==> src/hdl/mucd_pkg.sv <==
// Package: shared types, constants and the control-store contents of the cycle decomposer.
package mucd_pkg;

   localparam int VERTICES_DEFAULT = 16;
   localparam int NIBBLE_W         = 4;
   localparam int WORD_W           = 64;
   localparam int STEP_W           = 3;

   // Input item.
   typedef struct packed {
      logic [WORD_W-1:0] matching_first;
      logic [WORD_W-1:0] matching_second;
   } req_type;

   // Result item.
   typedef struct packed {
      logic [3:0] vertex;
      logic [2:0] cycle_index;
      logic [3:0] position;
      logic       cycle_end;
      logic [4:0] cycle_length;
      logic       malformed;
      logic       last;
   } rsp_type;

   // Microcode operations.
   typedef enum logic [1:0] {
      OP_IDLE,
      OP_INIT,
      OP_WALK,
      OP_ERROR
   } op_type;

   typedef logic [STEP_W-1:0] step_type;

   // Program addresses.
   localparam step_type STEP_IDLE       = 3'd0;
   localparam step_type STEP_INIT_CHECK = 3'd1;
   localparam step_type STEP_WALK_CHECK = 3'd2;
   localparam step_type STEP_INIT_EMIT  = 3'd3;
   localparam step_type STEP_WALK_EMIT  = 3'd4;
   localparam step_type STEP_ERROR      = 3'd5;

   // One control word per step.
   typedef struct packed {
      op_type   op;
      logic     emit;
      step_type next_step;
      step_type fail_step;
   } ctrl_type;

   // Conditions reported by the datapath to the sequencer.
   typedef struct packed {
      logic start;
      logic bad;
      logic done;
   } cond_type;

   function automatic ctrl_type rom_word(input step_type step);
      ctrl_type word;
      word = '{op: OP_IDLE, emit: 1'b0, next_step: STEP_INIT_CHECK, fail_step: STEP_IDLE};
      unique case (step)
         STEP_IDLE: begin
            word = '{op: OP_IDLE, emit: 1'b0, next_step: STEP_INIT_CHECK,
                     fail_step: STEP_IDLE};
         end
         STEP_INIT_CHECK: begin
            word = '{op: OP_INIT, emit: 1'b0, next_step: STEP_WALK_CHECK,
                     fail_step: STEP_IDLE};
         end
         STEP_WALK_CHECK: begin
            word = '{op: OP_WALK, emit: 1'b0, next_step: STEP_INIT_EMIT,
                     fail_step: STEP_ERROR};
         end
         STEP_INIT_EMIT: begin
            word = '{op: OP_INIT, emit: 1'b1, next_step: STEP_WALK_EMIT,
                     fail_step: STEP_IDLE};
         end
         STEP_WALK_EMIT: begin
            word = '{op: OP_WALK, emit: 1'b1, next_step: STEP_IDLE,
                     fail_step: STEP_ERROR};
         end
         STEP_ERROR: begin
            word = '{op: OP_ERROR, emit: 1'b1, next_step: STEP_IDLE,
                     fail_step: STEP_IDLE};
         end
         default: begin
            word = '{op: OP_IDLE, emit: 1'b0, next_step: STEP_IDLE, fail_step: STEP_IDLE};
         end
      endcase
      return word;
   endfunction

endpackage

==> src/hdl/mucd_sequencer.sv <==
// Microcode sequencer: step counter, control store and conditional jumps.
module mucd_sequencer (
   input  logic               clock,
   input  logic               reset,
   input  mucd_pkg::cond_type cond,
   output mucd_pkg::ctrl_type ctrl,
   output logic               busy
);

   mucd_pkg::step_type step_ff;
   mucd_pkg::step_type step_in;

   assign ctrl = mucd_pkg::rom_word(step_ff);
   assign busy = (ctrl.op != mucd_pkg::OP_IDLE);

   always_comb begin
      step_in = step_ff;
      unique case (ctrl.op)
         mucd_pkg::OP_IDLE: begin
            if (cond.start) begin
               step_in = ctrl.next_step;
            end
         end
         mucd_pkg::OP_INIT, mucd_pkg::OP_ERROR: begin
            step_in = ctrl.next_step;
         end
         mucd_pkg::OP_WALK: begin
            if (cond.bad) begin
               step_in = ctrl.fail_step;
            end else if (cond.done) begin
               step_in = ctrl.next_step;
            end
         end
         default: begin
            step_in = mucd_pkg::STEP_IDLE;
         end
      endcase
   end

   always_ff @(posedge clock) begin
      if (reset) begin
         step_ff <= mucd_pkg::STEP_IDLE;
      end else begin
         step_ff <= step_in;
      end
   end

endmodule

==> src/hdl/matching_union_cycle_decompose.sv <==
// Top level: alternating cycle decomposition of the union of two perfect matchings.
//
// Pulse start while busy is low to hand over one item: two matchings, nibble i of
// each word holding the partner of vertex i. The block splits their union into
// alternating cycles, starting each cycle at the lowest vertex not yet visited and
// stepping through the first matching, then the second. It produces one result per
// visited vertex, each on rsp_data for exactly one cycle with rsp_valid high; the
// receiver must take every result as it comes. The closing vertex of a cycle carries
// cycle_end and the length, the final result carries last. A walk that would visit
// more than VERTICES vertices, or a partner at or above VERTICES, yields a single
// result with malformed and last set and nothing else. The walk runs twice: a check
// pass, then an emit pass, each one vertex per clock through one shared walk unit
// driven by a small microcode program. A well-formed item keeps busy high through
// both passes and its VERTICES results appear on consecutive cycles. A new item
// may be started in the cycle after busy falls.
module matching_union_cycle_decompose #(
   parameter int VERTICES = mucd_pkg::VERTICES_DEFAULT
) (
   input  logic              clock,
   input  logic              reset,
   input  logic              start,
   output logic              busy,
   input  mucd_pkg::req_type req_data,
   output logic              rsp_valid,
   output mucd_pkg::rsp_type rsp_data
);

   localparam int NW = mucd_pkg::NIBBLE_W;

   mucd_pkg::ctrl_type ctrl;
   mucd_pkg::cond_type cond;

   // Captured item.
   mucd_pkg::req_type req_ff;

   // Walk state.
   logic [NW-1:0]       cur_ff, cur_in;
   logic [NW-1:0]       origin_ff, origin_in;
   logic [NW-1:0]       pos_ff, pos_in;
   logic [2:0]          cyc_ff, cyc_in;
   logic [4:0]          total_ff, total_in;
   logic                half_ff, half_in;
   logic [VERTICES-1:0] seen_ff, seen_in;

   // Result register.
   logic                rsp_valid_ff, rsp_valid_in;
   mucd_pkg::rsp_type   rsp_ff, rsp_in;

   // Walk unit.
   logic [NW-1:0]       partner;
   logic [VERTICES-1:0] cur_mask;
   logic [VERTICES-1:0] seen_next;
   logic [NW-1:0]       lowest_unseen;
   logic                bad;
   logic                closing;
   logic                all_seen;
   logic                done;

   mucd_sequencer u_sequencer (
      .clock (clock),
      .reset (reset),
      .cond  (cond),
      .ctrl  (ctrl),
      .busy  (busy)
   );

   assign cond = '{start: start, bad: bad, done: done};

   // Follow the first matching on the first half-step, the second on the other.
   always_comb begin
      if (half_ff) begin
         partner = req_ff.matching_second[{cur_ff, 2'b00} +: NW];
      end else begin
         partner = req_ff.matching_first[{cur_ff, 2'b00} +: NW];
      end
   end

   // Flag a partner beyond the vertex range or a walk past the vertex count.
   assign bad = ({1'b0, cur_ff} >= 5'(VERTICES)) || (total_ff >= 5'(VERTICES));

   always_comb begin
      for (int i = 0; i < VERTICES; i++) begin
         cur_mask[i] = (cur_ff == NW'(i));
      end
   end

   assign seen_next = seen_ff | cur_mask;
   assign all_seen  = &seen_next;
   assign closing   = half_ff && (partner == origin_ff);
   assign done      = closing && all_seen;

   // Pick the next cycle start: every vertex below the current start is seen, so
   // the lowest unseen vertex is the next one the scan would reach.
   always_comb begin
      lowest_unseen = '0;
      for (int i = VERTICES - 1; i >= 0; i--) begin
         if (!seen_next[i]) begin
            lowest_unseen = NW'(i);
         end
      end
   end

   // Walk datapath driven by the control word.
   always_comb begin
      cur_in    = cur_ff;
      origin_in = origin_ff;
      pos_in    = pos_ff;
      cyc_in    = cyc_ff;
      total_in  = total_ff;
      half_in   = half_ff;
      seen_in   = seen_ff;
      case (ctrl.op)
         mucd_pkg::OP_INIT: begin
            cur_in    = '0;
            origin_in = '0;
            pos_in    = '0;
            cyc_in    = '0;
            total_in  = '0;
            half_in   = 1'b0;
            seen_in   = '0;
         end
         mucd_pkg::OP_WALK: begin
            if (!bad) begin
               seen_in  = seen_next;
               total_in = total_ff + 5'd1;
               if (closing) begin
                  // Close this cycle and open the next at the lowest unseen vertex.
                  cur_in    = lowest_unseen;
                  origin_in = lowest_unseen;
                  pos_in    = '0;
                  cyc_in    = cyc_ff + 3'd1;
                  half_in   = 1'b0;
               end else begin
                  cur_in  = partner;
                  pos_in  = pos_ff + NW'(1);
                  half_in = ~half_ff;
               end
            end
         end
         default: begin
         end
      endcase
   end

   // Build the result: one per vertex in the emit pass, a lone error on a malformed item.
   always_comb begin
      rsp_valid_in = 1'b0;
      rsp_in       = '0;
      case (ctrl.op)
         mucd_pkg::OP_WALK: begin
            if (ctrl.emit && !bad) begin
               rsp_valid_in        = 1'b1;
               rsp_in.vertex       = cur_ff;
               rsp_in.cycle_index  = cyc_ff;
               rsp_in.position     = pos_ff;
               rsp_in.cycle_end    = closing;
               rsp_in.cycle_length = closing ? ({1'b0, pos_ff} + 5'd1) : 5'd0;
               rsp_in.last         = done;
            end
         end
         mucd_pkg::OP_ERROR: begin
            rsp_valid_in     = 1'b1;
            rsp_in.malformed = 1'b1;
            rsp_in.last      = 1'b1;
         end
         default: begin
         end
      endcase
   end

   // Hold the item for both passes.
   always_ff @(posedge clock) begin
      if (start && !busy) begin
         req_ff <= req_data;
      end
   end

   always_ff @(posedge clock) begin
      cur_ff    <= cur_in;
      origin_ff <= origin_in;
      pos_ff    <= pos_in;
      cyc_ff    <= cyc_in;
      total_ff  <= total_in;
      half_ff   <= half_in;
      seen_ff   <= seen_in;
      rsp_ff    <= rsp_in;
   end

   always_ff @(posedge clock) begin
      if (reset) begin
         rsp_valid_ff <= 1'b0;
      end else begin
         rsp_valid_ff <= rsp_valid_in;
      end
   end

   assign rsp_valid = rsp_valid_ff;
   assign rsp_data  = rsp_ff;

endmodule
==> config.mk <==
export PLATFORM = sky130hd
export DESIGN_NAME = matching_union_cycle_decompose
export DESIGN_NICKNAME = d
export VERILOG_FILES = /design/src/hdl/mucd_pkg.sv /design/src/hdl/mucd_sequencer.sv /design/src/hdl/matching_union_cycle_decompose.sv
export SDC_FILE = /design/constraint.sdc
export NUM_CORES = 1
export LEC_CHECK = 0
export ABC_AREA = 1
export BUFFER_PORTS_ARGS = -buffer_cell sky130_fd_sc_hd__buf_2
export CORE_MARGIN = 2
export CORE_UTILIZATION = 42
export CTS_BUF_LIST = sky130_fd_sc_hd__clkbuf_4 sky130_fd_sc_hd__clkbuf_8
export DETAILED_ROUTE_END_ITERATION = 8
export PLACE_DENSITY = 0.66
export RECOVER_POWER = 25
export SYNTH_ARGS = -nofsm -noshare
export SYNTH_HDL_FRONTEND = slang
export SYNTH_SLANG_ARGS = --single-unit
==> constraint.sdc <==
create_clock -name clock -period 6.9 [get_ports clock]
set_input_delay 0.345 -clock clock [delete_from_list [all_inputs] [get_ports clock]]
set_output_delay 0.345 -clock clock [all_outputs]
set_load 0.02 [all_outputs]
==> results of run 1 <==
## worst max-delay path by stage
| stage | end | cells after the start | startpoint | slack [ns] |
|---|---|---|---|---|
| CTS | cyc_ff[1] | 15 | half_ff | 3.19 |
| global placement | cyc_ff[1] | 15 | half_ff | 3.32 |
| finish | origin_ff[3] | 15 | half_ff | 3.22 |
| detailed placement | cyc_ff[2] | 15 | half_ff | 3.23 |
| global route | origin_ff[3] | 15 | half_ff | 2.81 |
| floorplan | req_ff[0] | 5 | u_sequencer.step_ff[2] | 1.97 |
## area by class of cell
| type | instances | share of cell area, % |
|---|---|---|
| multi-input combinational | 454 | 21.8 |
| clock inverter | 14 | 1.76 |
| sequential | 188 | 57.6 |
| timing repair buffer | 155 | 8.33 |
| clock buffer | 18 | 2.57 |
| inverter | 122 | 4.87 |
| tap | 234 | 3.11 |
## power by group through the flow
stage | Clock [mW] | Sequential, mW | Combinational, mW
final | 0.750 | 1.80 | 1.49
after global routing | 0.813 | 1.83 | 1.69
after CTS | 0.767 | 1.80 | 1.51
after detailed placement | 0 | 1.82 | 1.50
after global placement | 0 | 1.82 | 1.48
after floorplan | 0 | 1.83 | 1.12
## registers in the layout, summed over array words and instances (netlist names)
name and flops:
req_ff 128, rsp_data 19, seen_ff 16, total_ff 5
cur_ff 4, origin_ff 4, pos_ff 4, cyc_ff 3
u_sequencer.step_ff 3, half_ff 1, rsp_valid 1
## per-stage QoR
stage               hold slack [ns]  utilization (%)
floorplan                     0.414                -
global placement              0.506             47.9
detailed placement            0.513             47.9
CTS                          0.0223             50.1
global route                 0.0115             50.1
finish                       0.0504             50.1
## cells in the mapped netlist (2+ instances only)
| library cell | count | area [µm²] |
|---|---|---|
| o211ai_1 | 7 | 52.6 |
| buf_6 | 3 | 33.8 |
| clkbuf_1 | 6 | 22.5 |
| or2_1 | 2 | 12.5 |
| o21ai_2 | 2 | 17.5 |
| nor3_1 | 3 | 15.0 |
| nand3_1 | 44 | 220 |
| nand2_1 | 171 | 642 |
| inv_1 | 119 | 447 |
| o21bai_1 | 15 | 113 |
| nor2_1 | 147 | 552 |
| nor2_2 | 5 | 31.3 |
| ha_1 | 4 | 50.1 |
| xor2_1 | 3 | 26.3 |
| edfxtp_1 | 165 | 4950 |
| nand2_2 | 4 | 25.0 |
| buf_4 | 4 | 30.0 |
| o21ai_1 | 11 | 55.1 |
| dfxtp_1 | 23 | 460 |
| a21oi_1 | 8 | 40.0 |
| inv_2 | 3 | 11.3 |
| o21ai_0 | 16 | 80.1 |
| xnor2_1 | 3 | 26.3 |
| buf_2 | 9 | 45.0 |
## kinds of logic after synthesis
group                    Yosys count
XOR/XNOR                           6
adder cells (fa/ha/maj)            4
buffers and inverters            145
AND/OR/NAND/NOR                  382
flip-flops                       188
AO/OA/AOI/OAI                     62
## per-layer routing
layer / vias up / routed length (µm) / global-route usage [%]
li1: 2828 / - / -
met1: 2478 / 7690 / 23.1
met2: 199 / 7740 / 27.8
met3: 22 / 1240 / 4.71
met4: 2 / 258 / 6.10
met5: - / 11 / 0
## cells in the final DEF, fill, tap and decap left out, types with 5 or more instances in the layout
cell type,count
inv_1,119
edfxtp_1,165
a21oi_1,8
clkbuf_8,17
nand3_1,44
dfxtp_1,23
o211ai_1,7
o21bai_1,15
nand2_1,171
nor2_1,146
o21ai_1,11
nor2_2,5
buf_2,149
o21ai_0,16
==> results.md, run 1 <==
| Metric | This run | Unit |
| --- | --- | --- |
| Result of the run | completed | - |
| Filler Cell Count | 1,749 | - |
| Fraction of power spent switching nets | 38.9 | % |
| Sort of element at the start of the critical path | flip-flop | - |
| Multiplexer share of the synthesized area | 0 | % |
| Reg2Reg Depth | 15 | - |
| Count of instances resized after the clock tree is built | 0 | - |
| Cell leakage power | 4.27 | nW |
| Capture instance of the worst register-to-register path | origin_ff[3] | - |
| Number of hold-slack violations in the final timing report | 0 | - |
| Netlist area before placement | 8050 | µm² |
| Synth unique cells | 34 | - |
| Area grow syn2layout | 16.8 | % |
| Clock latency at the later pin of the worst-skew pair | 0.46 | ns |
| Peak per-stage delay on the critical path | 0.57 | ns |
| Fmax | 0.271 | GHz |
| Num ports | 152 | - |
| Clock period minus final worst setup slack | 3.68 | ns |
| Share of final-layout standard cells stronger than drive strength 1 | 21.5 | % |
| Clock slew seen by the registers of the worst setup and hold paths | 0.10 | ns |
| Post-CTS Setup Bufs | 0 | - |
| First-pass DRT Iterations | 5 | - |
| Routability cong. | 0.831 | - |
| Adder and majority cell fraction of the synthesized area | 0.622 | % |
| Post-route setup TNS | 0 | ns |
| Summed area of non-filler cells in the final layout | 9400 | µm² |
| Setup slack on the worst flop-to-flop path | 3.22 | ns |
| Post-placement worst setup slack | 3.23 | ns |
| Via count normalized by instance count | 4.67 | - |
| FP Rows | 50 | - |
| Remaining routing DRC violations | 0 | - |
| Effective utilization at floorplan | 42.9 | % |
| Via count of the routed design | 5,529 | - |
| Horiz. Die Dim | 142 | µm |
| Clock sink count | 188 | - |
| Clock buffers created by TritonCTS | 17 | - |
| Storage cell area | 5420 | µm² |
| Ordered list of cells on the worst path | buf_4 -> inv_2 -> or2_1 -> nand2_1 -> nand2_1 -> nor2_1 -> nor2_1 -> nor2_1 -> nand2_1 -> nand2_1 -> nand2_1 -> nor2_1 -> and2_4 -> nor2_8 -> a21oi_2 | - |
| Area taken by multi-input logic gates | 2050 | µm² |
| Endpoint of the worst hold-timing path | req_ff[37] | - |
| Number of global-route vias before repair | 5,302 | - |
| Post-cts hold buffer count | 0 | - |
| Number of DRC markers after the initial detailed-route iteration | 395 | - |
| Number of nets at the end of the flow | 1,073 | - |
| Hold Path Depth | 1 | - |
| P_int | 2.47 | mW |
| Count of buffers from port buffering | 151 | - |
| Tcrit/Tclk final | 53.4 | % |
| Sequential area share after synthesis | 67.3 | % |
| Endpoint type of the worst setup path | flip-flop | - |
| Data required time of the critical path | 7.01 | ns |
| Fraction of the mapped netlist area in compound gates | 4.71 | % |
| Total Routing Usage GR | 17.4 | % |
| Average size of a mapped cell | 10.2 | µm² |
| Async set-reset flop share out of synthesis | 0 | % |
| Number of standard cells in the layout, taps in and fillers out | 1,185 | - |
| Number of cells after detailed placement | 1,153 | - |
| Switching power | 1.57 | mW |
| CTS tree | built | - |
| Drt wl/cell | 14.3 | µm |
| Critical path's most frequent cell | nand2_1 | - |
| Max Buffers Root-to-Sink | 2 | - |
| Half-perimeter wire length of the detailed placement result | 11,600 | µm |
| Net Count, Synth | 922 | - |
| Height of the die | 142 | µm |
| Fraction of power consumed by sequential logic | 44.6 | % |
| CP max-delay cell | buf_4 | - |
| Flip-flop cell with the highest count after synthesis | edfxtp_1 | - |
| Critical path peak fanout | 74 | - |
| Launch instance of the worst register-to-register path | half_ff | - |
| Signal arrival time at the worst endpoint | 3.80 | ns |
| Critical path buffers and inverters | 2 | - |
| Max-cap viol count | 0 | - |
| Smallest setup slack after layout | 3.22 | ns |
| Power Density | 429 | nW/µm² |
| Synth Register Bits | 188 | - |
| Tightest Pin Transition | 0.892 | ns |
| Worst slew margin relative to its limit | 40.5 | % |
| Setup repair after global routing missed its margin | false | - |
| Maximum number of pins on one net before global-route repair | 76 | - |
| Maximum vdd ir drop | 0.176 | mV |
| Total of endpoints with negative setup slack in the final report | 0 | - |
| Total cell area at the placement stage | 9000 | µm² |
| Hold path startpoint | req_data[37] | - |
| Number of enable-type register cells in the synthesized netlist | 165 | - |
| H-tree levels | 4 | - |
| Hold WC Path Type | primary input to flip-flop | - |
| Number of antenna repair diodes | 0 | - |
| Wire length of the first global-routing pass | 26,700 | µm |
| Main combinational cell family by area after synthesis | simple AND/OR/NAND/NOR gates | - |
| Number of antenna violations at the first check in global routing | 1 | - |
| Dominant delay contributor by cell family on the critical path | simple AND/OR/NAND/NOR gates | - |
| Core ar. | 18,800 | µm² |
| Max Transition Viols Final | 0 | - |
| XOR/XNOR share of the synthesized area | 0.653 | % |
| Overflow after GRT | 0 | - |
| Synth warnings | 0 | - |
| Logic pwr share | 36.8 | % |
| Final WL | 16,900 | µm |
| Clock Root Buffer | clkbuf_8 | - |
| Simple-gate share of the synthesized area | 19.4 | % |
| Clk pwr share | 18.6 | % |
| Worst clock skew | 0.0154 | ns |
| PnR Total Power | 4.03 | mW |
| Area of the die | 20,300 | µm² |
| Crit Path Category | flip-flop to flip-flop | - |
| Gate count of the mapped netlist | 787 | - |
| DRT antenna net count | 0 | - |
Note: power is estimated with default switching activity, not from simulation.
==> inputs of run 2 (changes only) <==
--- a/config.mk
+++ b/config.mk
@@ -11,7 +11,6 @@
 export CORE_UTILIZATION = 42
 export CTS_BUF_LIST = sky130_fd_sc_hd__clkbuf_4 sky130_fd_sc_hd__clkbuf_8
 export DETAILED_ROUTE_END_ITERATION = 8
-export PLACE_DENSITY = 0.66
 export RECOVER_POWER = 25
 export SYNTH_ARGS = -nofsm -noshare
 export SYNTH_HDL_FRONTEND = slang
==> constraint.sdc (replaced) <==
create_clock -name clock -period 3.8 [get_ports clock]
set_input_delay 0.19 -clock clock [delete_from_list [all_inputs] [get_ports clock]]
set_output_delay 0.19 -clock clock [all_outputs]
set_load 0.02 [all_outputs]
==> run 2 against run 1 <==
Critical path depth grew 1; non-clock buffer count grew 137; clock-buffer cell count decreased by 1; wire length grew 18%; sequential share of layout area decreased by 7.3 points; fmax increased by 22%; setup slack worse by 2.4 ns; combinational power rose by 96%; first-iteration DRC count up 16%; clock skew hardly changed; die area did not move; global-route usage rose by 3.0 points; critical path type unchanged; critical endpoint is now cyc_ff[0]; largest power group unchanged.
==> results.md, run 2 (synthesized netlist as in run 1, its figures left out) <==
| Metric | This run | Unit |
| --- | --- | --- |
| Number of DRC markers after the initial detailed-route iteration | 458 | - |
| Filler Cell Count | 1,599 | - |
| Via count normalized by instance count | 4.67 | - |
| Power Density | 702 | nW/µm² |
| Result of the run | completed | - |
| Count of buffers from port buffering | 151 | - |
| Cell leakage power | 4.82 | nW |
| Setup slack on the worst flop-to-flop path | 0.77 | ns |
| Maximum number of pins on one net before global-route repair | 68 | - |
| Tightest Pin Transition | 0.598 | ns |
| Wire length of the first global-routing pass | 31,300 | µm |
| Post-CTS Setup Bufs | 0 | - |
| Maximum vdd ir drop | 0.339 | mV |
| Fmax | 0.330 | GHz |
| Clock buffers created by TritonCTS | 17 | - |
| Clock slew seen by the registers of the worst setup and hold paths | 0.11 | ns |
| Number of global-route vias before repair | 6,194 | - |
| Number of cells after detailed placement | 1,161 | - |
| Worst slew margin relative to its limit | 60.1 | % |
| Post-route setup TNS | 0 | ns |
| Switching power | 2.98 | mW |
| Effective utilization at floorplan | 42.9 | % |
| Fraction of power consumed by sequential logic | 43.0 | % |
| CTS tree | built | - |
| Hold WC Path Type | primary input to flip-flop | - |
| FP Rows | 50 | - |
| Fraction of power spent switching nets | 39.4 | % |
| Signal arrival time at the worst endpoint | 3.16 | ns |
| Worst clock skew | 0.0154 | ns |
| Share of final-layout standard cells stronger than drive strength 1 | 18.1 | % |
| Crit Path Category | flip-flop to flip-flop | - |
| Drt wl/cell | 15.1 | µm |
| Max Transition Viols Final | 0 | - |
| Horiz. Die Dim | 142 | µm |
| Area of the die | 20,300 | µm² |
| Num ports | 152 | - |
| Routability cong. | 0.798 | - |
| Number of nets at the end of the flow | 1,210 | - |
| Register bank with the most flops | req_ff | - |
| Most common library cell in the layout ignoring fill and taps | nand2_1 | - |
| Overflow after GRT | 0 | - |
| P_int | 4.58 | mW |
| Number of antenna violations at the first check in global routing | 0 | - |
| H-tree levels | 4 | - |
| Number of hold-slack violations in the final timing report | 0 | - |
| Most frequent cells in the layout | 171 x nand2_1, 165 x edfxtp_1, 146 x nor2_1, 134 x buf_2, 129 x dlygate4sd3_1 | - |
| Critical path peak fanout | 49 | - |
| Max-cap viol count | 0 | - |
| Tcrit/Tclk final | 79.6 | % |
| Largest register FFs | 128 | - |
| Clock latency at the later pin of the worst-skew pair | 0.47 | ns |
| Half-perimeter wire length of the detailed placement result | 11,900 | µm |
| Setup repair after global routing missed its margin | false | - |
| Height of the die | 142 | µm |
| Max Buffers Root-to-Sink | 2 | - |
| Number of standard cells in the layout, taps in and fillers out | 1,322 | - |
| First-pass DRT Iterations | 5 | - |
| Remaining routing DRC violations | 0 | - |
| Clock period minus final worst setup slack | 3.03 | ns |
| Sort of element at the start of the critical path | flip-flop | - |
| Final WL | 20,000 | µm |
| Number of antenna repair diodes | 0 | - |
| Core ar. | 18,800 | µm² |
| Data required time of the critical path | 3.93 | ns |
| Clock Root Buffer | clkbuf_8 | - |
| Clock sink count | 188 | - |
| Clk pwr share | 18.3 | % |
| Via count of the routed design | 6,170 | - |
| Area grow syn2layout | 33.8 | % |
| DRT antenna net count | 0 | - |
| Endpoint type of the worst setup path | flip-flop | - |
| Total of endpoints with negative setup slack in the final report | 0 | - |
| Logic pwr share | 38.6 | % |
| Total Routing Usage GR | 20.4 | % |
| Post-Route Utilization | 57.4 | % |
run 2: cell types whose count changed in the layout (fill, tap and decap cells not counted), sizes merged:
| cell | change |
|---|---|
| dlygate4sd3 | +129 |
| buf | -7 |
| bufinv | -1 |
| clkinvlp | -1 |
| clkbuf | +14 |
| inv | +3 |
run 2: cell type report:
class / instances / area (µm²) / area share (%)
Clock inverter: 15 / 176 / 1.64
Tap cell: 234 / 293 / 2.72
Multi-Input combinational cell: 454 / 2050 / 19.0
Timing Repair Buffer: 292 / 2140 / 19.9
Sequential cell: 188 / 5420 / 50.3
Clock buffer: 17 / 234 / 2.17
Inverter: 122 / 458 / 4.25
run 2: routing by layer:
| layer | part of all wire, % | GRT usage, % | vias to the layer above |
|---|---|---|---|
| li1 | - | - | 3103 |
| met1 | 45 | 26.2 | 2841 |
| met2 | 48 | 35.0 | 207 |
| met3 | 5.6 | 4.48 | 19 |
| met4 | 1.4 | 5.68 | 0 |
| met5 | 0 | 0 | - |
run 2: power groups by stage:
| stage | clock network [mW] | logic (mW) | registers, mW |
|---|---|---|---|
| after floorplan | 0 | 2.03 | 3.29 |
| after global placement | 0 | 2.81 | 3.29 |
| after detailed placement | 0 | 2.83 | 3.30 |
| after CTS | 1.41 | 2.94 | 3.25 |
| after global routing | 1.50 | 3.33 | 3.31 |
| final | 1.39 | 2.92 | 3.25 |
run 2: worst max-delay path, cell delays in order (launching register included):
cell and delay, ns:
edfxtp_1 0.46, buf_12 0.22, inv_2 0.07, buf_4 0.31, nand2_1 0.10, nand3_1 0.10, nand2_1 0.07, nor2_1 0.13
nor2_1 0.05, nor2_1 0.17, nand3_1 0.10, nand2_1 0.08, nand2_1 0.06, nor2_1 0.12, and2_4 0.24, nor2_8 0.06
a21oi_2 0.32
run 2: metrics by stage:
stage / power, mW / hold WS, ns / instance area [µm²] / setup WS (ns)
6_report: 7.56 / 0.0367 / 10800 / 0.774
5_1_grt: 8.14 / 0.0157 / 10800 / 0.493
4_1_cts: 7.61 / 0.00900 / 10800 / 0.784
3_5_place_dp: 6.13 / 0.368 / 9080 / 0.808
3_3_place_gp: 6.11 / 0.368 / 9080 / 0.873
2_1_floorplan: 5.32 / 0.259 / 8060 / 0.298
run 2: path summary, 6_finish.rpt:
path,end,start,cells past startpoint
max,cyc_ff[0],half_ff,16
min,u_sequencer.step_ff[0],start,4
max reg2reg,cyc_ff[0],half_ff,16
min reg2reg,rsp_data[13],cyc_ff[1],2
run 2: what timing repair did:
item                                    CTS  global route
hold endpoints to repair                132             0
gates resized for setup                   0             0
endpoints found under the setup margin    0             0
hold buffers                            129             0
==> inputs of run 3 (changes only) <==
--- a/config.mk
+++ b/config.mk
@@ -5,12 +5,13 @@
 export SDC_FILE = /design/constraint.sdc
 export NUM_CORES = 1
 export LEC_CHECK = 0
-export ABC_AREA = 1
+export ABC_AREA = 0
 export BUFFER_PORTS_ARGS = -buffer_cell sky130_fd_sc_hd__buf_2
 export CORE_MARGIN = 2
 export CORE_UTILIZATION = 42
 export CTS_BUF_LIST = sky130_fd_sc_hd__clkbuf_4 sky130_fd_sc_hd__clkbuf_8
 export DETAILED_ROUTE_END_ITERATION = 8
+export PLACE_DENSITY = 0.66
 export RECOVER_POWER = 25
 export SYNTH_ARGS = -nofsm -noshare
 export SYNTH_HDL_FRONTEND = slang
==> constraint.sdc (replaced) <==
create_clock -name clock -period 2.6 [get_ports clock]
set_input_delay 0.13 -clock clock [delete_from_list [all_inputs] [get_ports clock]]
set_output_delay 0.13 -clock clock [all_outputs]
set_load 0.02 [all_outputs]
==> run 3 against run 2 <==
The run now ends with negative setup slack left; fmax rose by 8.1%; register-to-register slack got worse by 0.97 ns; combinational power fell by 44%; sequential cell count did not move; core utilization rose by 4.3 points; setup slack got worse by 0.97 ns; clock-buffer cell count rose by 3; critical path type unchanged; critical endpoint is now cur_ff[0]; largest power group unchanged; highest routed layer unchanged.
==> results.md, run 3 <==
| Metric | This run | Unit |
| --- | --- | --- |
| Max-cap viol count | 0 | - |
| Synth warnings | 0 | - |
| FP Rows | 49 | - |
| Number of cells after detailed placement | 915 | - |
| Most common library cell in the layout ignoring fill and taps | edfxtp_1 | - |
| Sequential area share after synthesis | 69.3 | % |
| Net Count, Synth | 644 | - |
| Power Density | 672 | nW/µm² |
| Length of routed wiring on met1 | 8090 | µm |
| Max Transition Viols Final | 0 | - |
| Average size of a mapped cell | 15.4 | µm² |
| Share of final-layout standard cells stronger than drive strength 1 | 34.5 | % |
| Synth Register Bits | 188 | - |
| Setup slack on the worst flop-to-flop path | -0.20 | ns |
| Ordered list of cells on the worst path | buf_4 -> bufbuf_16 -> mux4_2 -> mux2i_1 -> a22oi_1 -> nand2_2 -> xor2_2 -> nand4_4 -> buf_6 -> mux2_2 | - |
| Data required time of the critical path | 2.82 | ns |
| Synth unique cells | 56 | - |
| Clock Root Buffer | clkbuf_8 | - |
| Hold Path Depth | 3 | - |
| Total cell area at the placement stage | 9220 | µm² |
| Drt wl/cell | 18.0 | µm |
| Worst clock skew | 0.0168 | ns |
| PnR Total Power | 7.50 | mW |
| Register bank with the most flops | req_ff | - |
| Post-placement worst setup slack | -0.291 | ns |
| Overflow after GRT | 0 | - |
| Total of endpoints with negative setup slack in the final report | 25 | - |
| Signal arrival time at the worst endpoint | 3.02 | ns |
| Tightest Pin Transition | 0.639 | ns |
| Failing checks | negative setup slack | - |
| Endpoint type of the worst setup path | flip-flop | - |
| Peak per-stage delay on the critical path | 0.51 | ns |
| Maximum number of pins on one net before global-route repair | 36 | - |
| Hold path startpoint | start | - |
| Effective utilization at floorplan | 43.2 | % |
| CTS tree | built | - |
| Via count of the routed design | 5,607 | - |
| Number of DRC markers after the initial detailed-route iteration | 384 | - |
| Num ports | 152 | - |
| Launch instance of the worst register-to-register path | half_ff | - |
| Storage cell area | 5420 | µm² |
| Total Routing Usage GR | 20.6 | % |
| Number of standard cells in the layout, taps in and fillers out | 1,086 | - |
| Final WL | 19,600 | µm |
| Flip-flop cell with the highest count after synthesis | edfxtp_1 | - |
| Summed area of non-filler cells in the final layout | 11,200 | µm² |
| Number of global-route vias before repair | 5,931 | - |
| Area fraction of the dominant cell type after synthesis | 63.4 | % |
| Clock sink count | 188 | - |
| Top post-synthesis cells by area | edfxtp_1 63%, dfxtp_1 5.9%, mux4_2 5.8% | - |
| Capture instance of the worst register-to-register path | cur_ff[0] | - |
| Via count normalized by instance count | 5.16 | - |
| Dominant cell type by area after synthesis | edfxtp_1 | - |
| Tcrit/Tclk final | 108 | % |
| Gate count of the mapped netlist | 509 | - |
| CP max-delay cell | mux4_2 | - |
| Met2 wire length | 10,200 | µm |
| Most frequent cells in the layout | 165 x edfxtp_1, 141 x buf_2, 129 x dlygate4sd3_1, 49 x buf_4, 37 x nor2_1 | - |
| Height of the die | 140 | µm |
| Half-perimeter wire length of the detailed placement result | 12,200 | µm |
| Largest register FFs | 128 | - |
| H-tree levels | 4 | - |
| Horiz. Die Dim | 140 | µm |
| Commonest cells in the synthesized netlist | 165 x edfxtp_1, 44 x nor2_1, 29 x mux2i_1 | - |
| Clock latency at the later pin of the worst-skew pair | 0.47 | ns |
| DRT antenna net count | 0 | - |
| Hold slack | 0.0381 | ns |
| Routability cong. | 0.857 | - |
| Cell leakage power | 4.40 | nW |
| Area taken by multi-input logic gates | 2350 | µm² |
| Remaining routing DRC violations | 0 | - |
| Crit Path Category | flip-flop to flip-flop | - |
| Area of the die | 19,700 | µm² |
| Area grow syn2layout | 42.7 | % |
| Detailed route wirelength on metal3 | 1030 | µm |
| Number of enable-type register cells in the synthesized netlist | 165 | - |
| Clock slew seen by the registers of the worst setup and hold paths | 0.09 | ns |
| Clock buffers created by TritonCTS | 17 | - |
| Filler Cell Count | 1,316 | - |
| Hold WC Path Type | primary input to flip-flop | - |
| Dominant cell by count in the synthesized netlist | edfxtp_1 | - |
| First-pass DRT Iterations | 5 | - |
| Fmax | 0.357 | GHz |
| Count of buffers from port buffering | 151 | - |
| Highest layer used for signal routing | met4 | - |
| Critical path peak fanout | 8 | - |
| Number of antenna violations at the first check in global routing | 0 | - |
| Number of hold-slack violations in the final timing report | 0 | - |
| Reg2Reg Depth | 10 | - |
| Wire length of the first global-routing pass | 31,000 | µm |
| Maximum vdd ir drop | 0.478 | mV |
| Clock period minus final worst setup slack | 2.80 | ns |
| Sort of element at the start of the critical path | flip-flop | - |
| Netlist area before placement | 7820 | µm² |
| Result of the run | finished with violations | - |
| Core ar. | 18,100 | µm² |
| Number of nets at the end of the flow | 979 | - |
| Max Buffers Root-to-Sink | 2 | - |
| Worst slew margin relative to its limit | 57.3 | % |
| Async set-reset flop share out of synthesis | 0 | % |
| Smallest setup slack after layout | -0.199 | ns |
| Number of antenna repair diodes | 0 | - |
| Endpoint of the worst hold-timing path | u_sequencer.step_ff[2] | - |
| Setup repair after global routing missed its margin | true | - |
[run 3: repair_timing]
action,4_1_cts,5_1_grt
hold buffers,129,0
buffers inserted,7,2
endpoints found under the setup margin,25,26
resized for setup,21,16
cloned,1,0
endpoints found under the hold margin,132,0
pin swaps,5,8
[run 3: layout make-up]
cell class,instances,area share [%]
Sequential cell,188,48.6
Tap cell,229,2.57
Clock inverter,12,1.46
Timing Repair Buffer,340,23.5
Inverter,16,0.538
Multi-Input combinational cell,281,21.0
Clock buffer,20,2.36
[run 3: per-layer routing]
layer / vias up / GRT usage, %
met2: 237 / 35.8
met1: 2735 / 26.0
li1: 2611 / -
met4: 0 / 6.11
met3: 24 / 4.38
met5: - / 0
[run 3: kinds of logic (layout without fill, tap and decap cells)]
family	count (synthesis)	in the layout	synth area share (%)
buf+inv	40	388	2.67
flops	188	188	69.3
fa+ha+maj	4	4	0.640
simple gates	130	130	8.56
compound gates	80	80	6.59
xor+xnor	10	10	1.22
mux	57	57	11.0
[run 3: critical path: cells and delay by family, from the launching register on]
family          cells  cell delay [ns]
buf+inv             3             0.56
simple gates        2             0.32
xor+xnor            1             0.20
flops               1             0.40
mux                 3             0.94
compound gates      1             0.12
[run 3: through the flow]
step                setup TNS, ns  util, %
global route                -6.23     61.7
CTS                         -3.36     61.4
global placement            -2.84     51.0
detailed placement          -4.00     51.0
finish                      -2.64     61.7
floorplan                  -54.81        -
[run 3: worst max path at each step]
stage,start,endpoint,slack (ns),cells after the start
global route,half_ff,cur_ff[0],-0.31,10
global placement,half_ff,origin_ff[2],-0.23,9
floorplan,u_sequencer.step_ff[2],req_ff[0],-0.41,4
detailed placement,half_ff,origin_ff[0],-0.29,9
finish,half_ff,cur_ff[0],-0.20,10
CTS,half_ff,cur_ff[0],-0.22,10
[run 3: power breakdown]
group	leakage (nW)	total, mW	switching [mW]	internal, mW
Sequential	1.77	3.82	0.161	3.65
Clock	0.224	2.06	1.04	1.01
Combinational	2.41	1.63	0.786	0.842
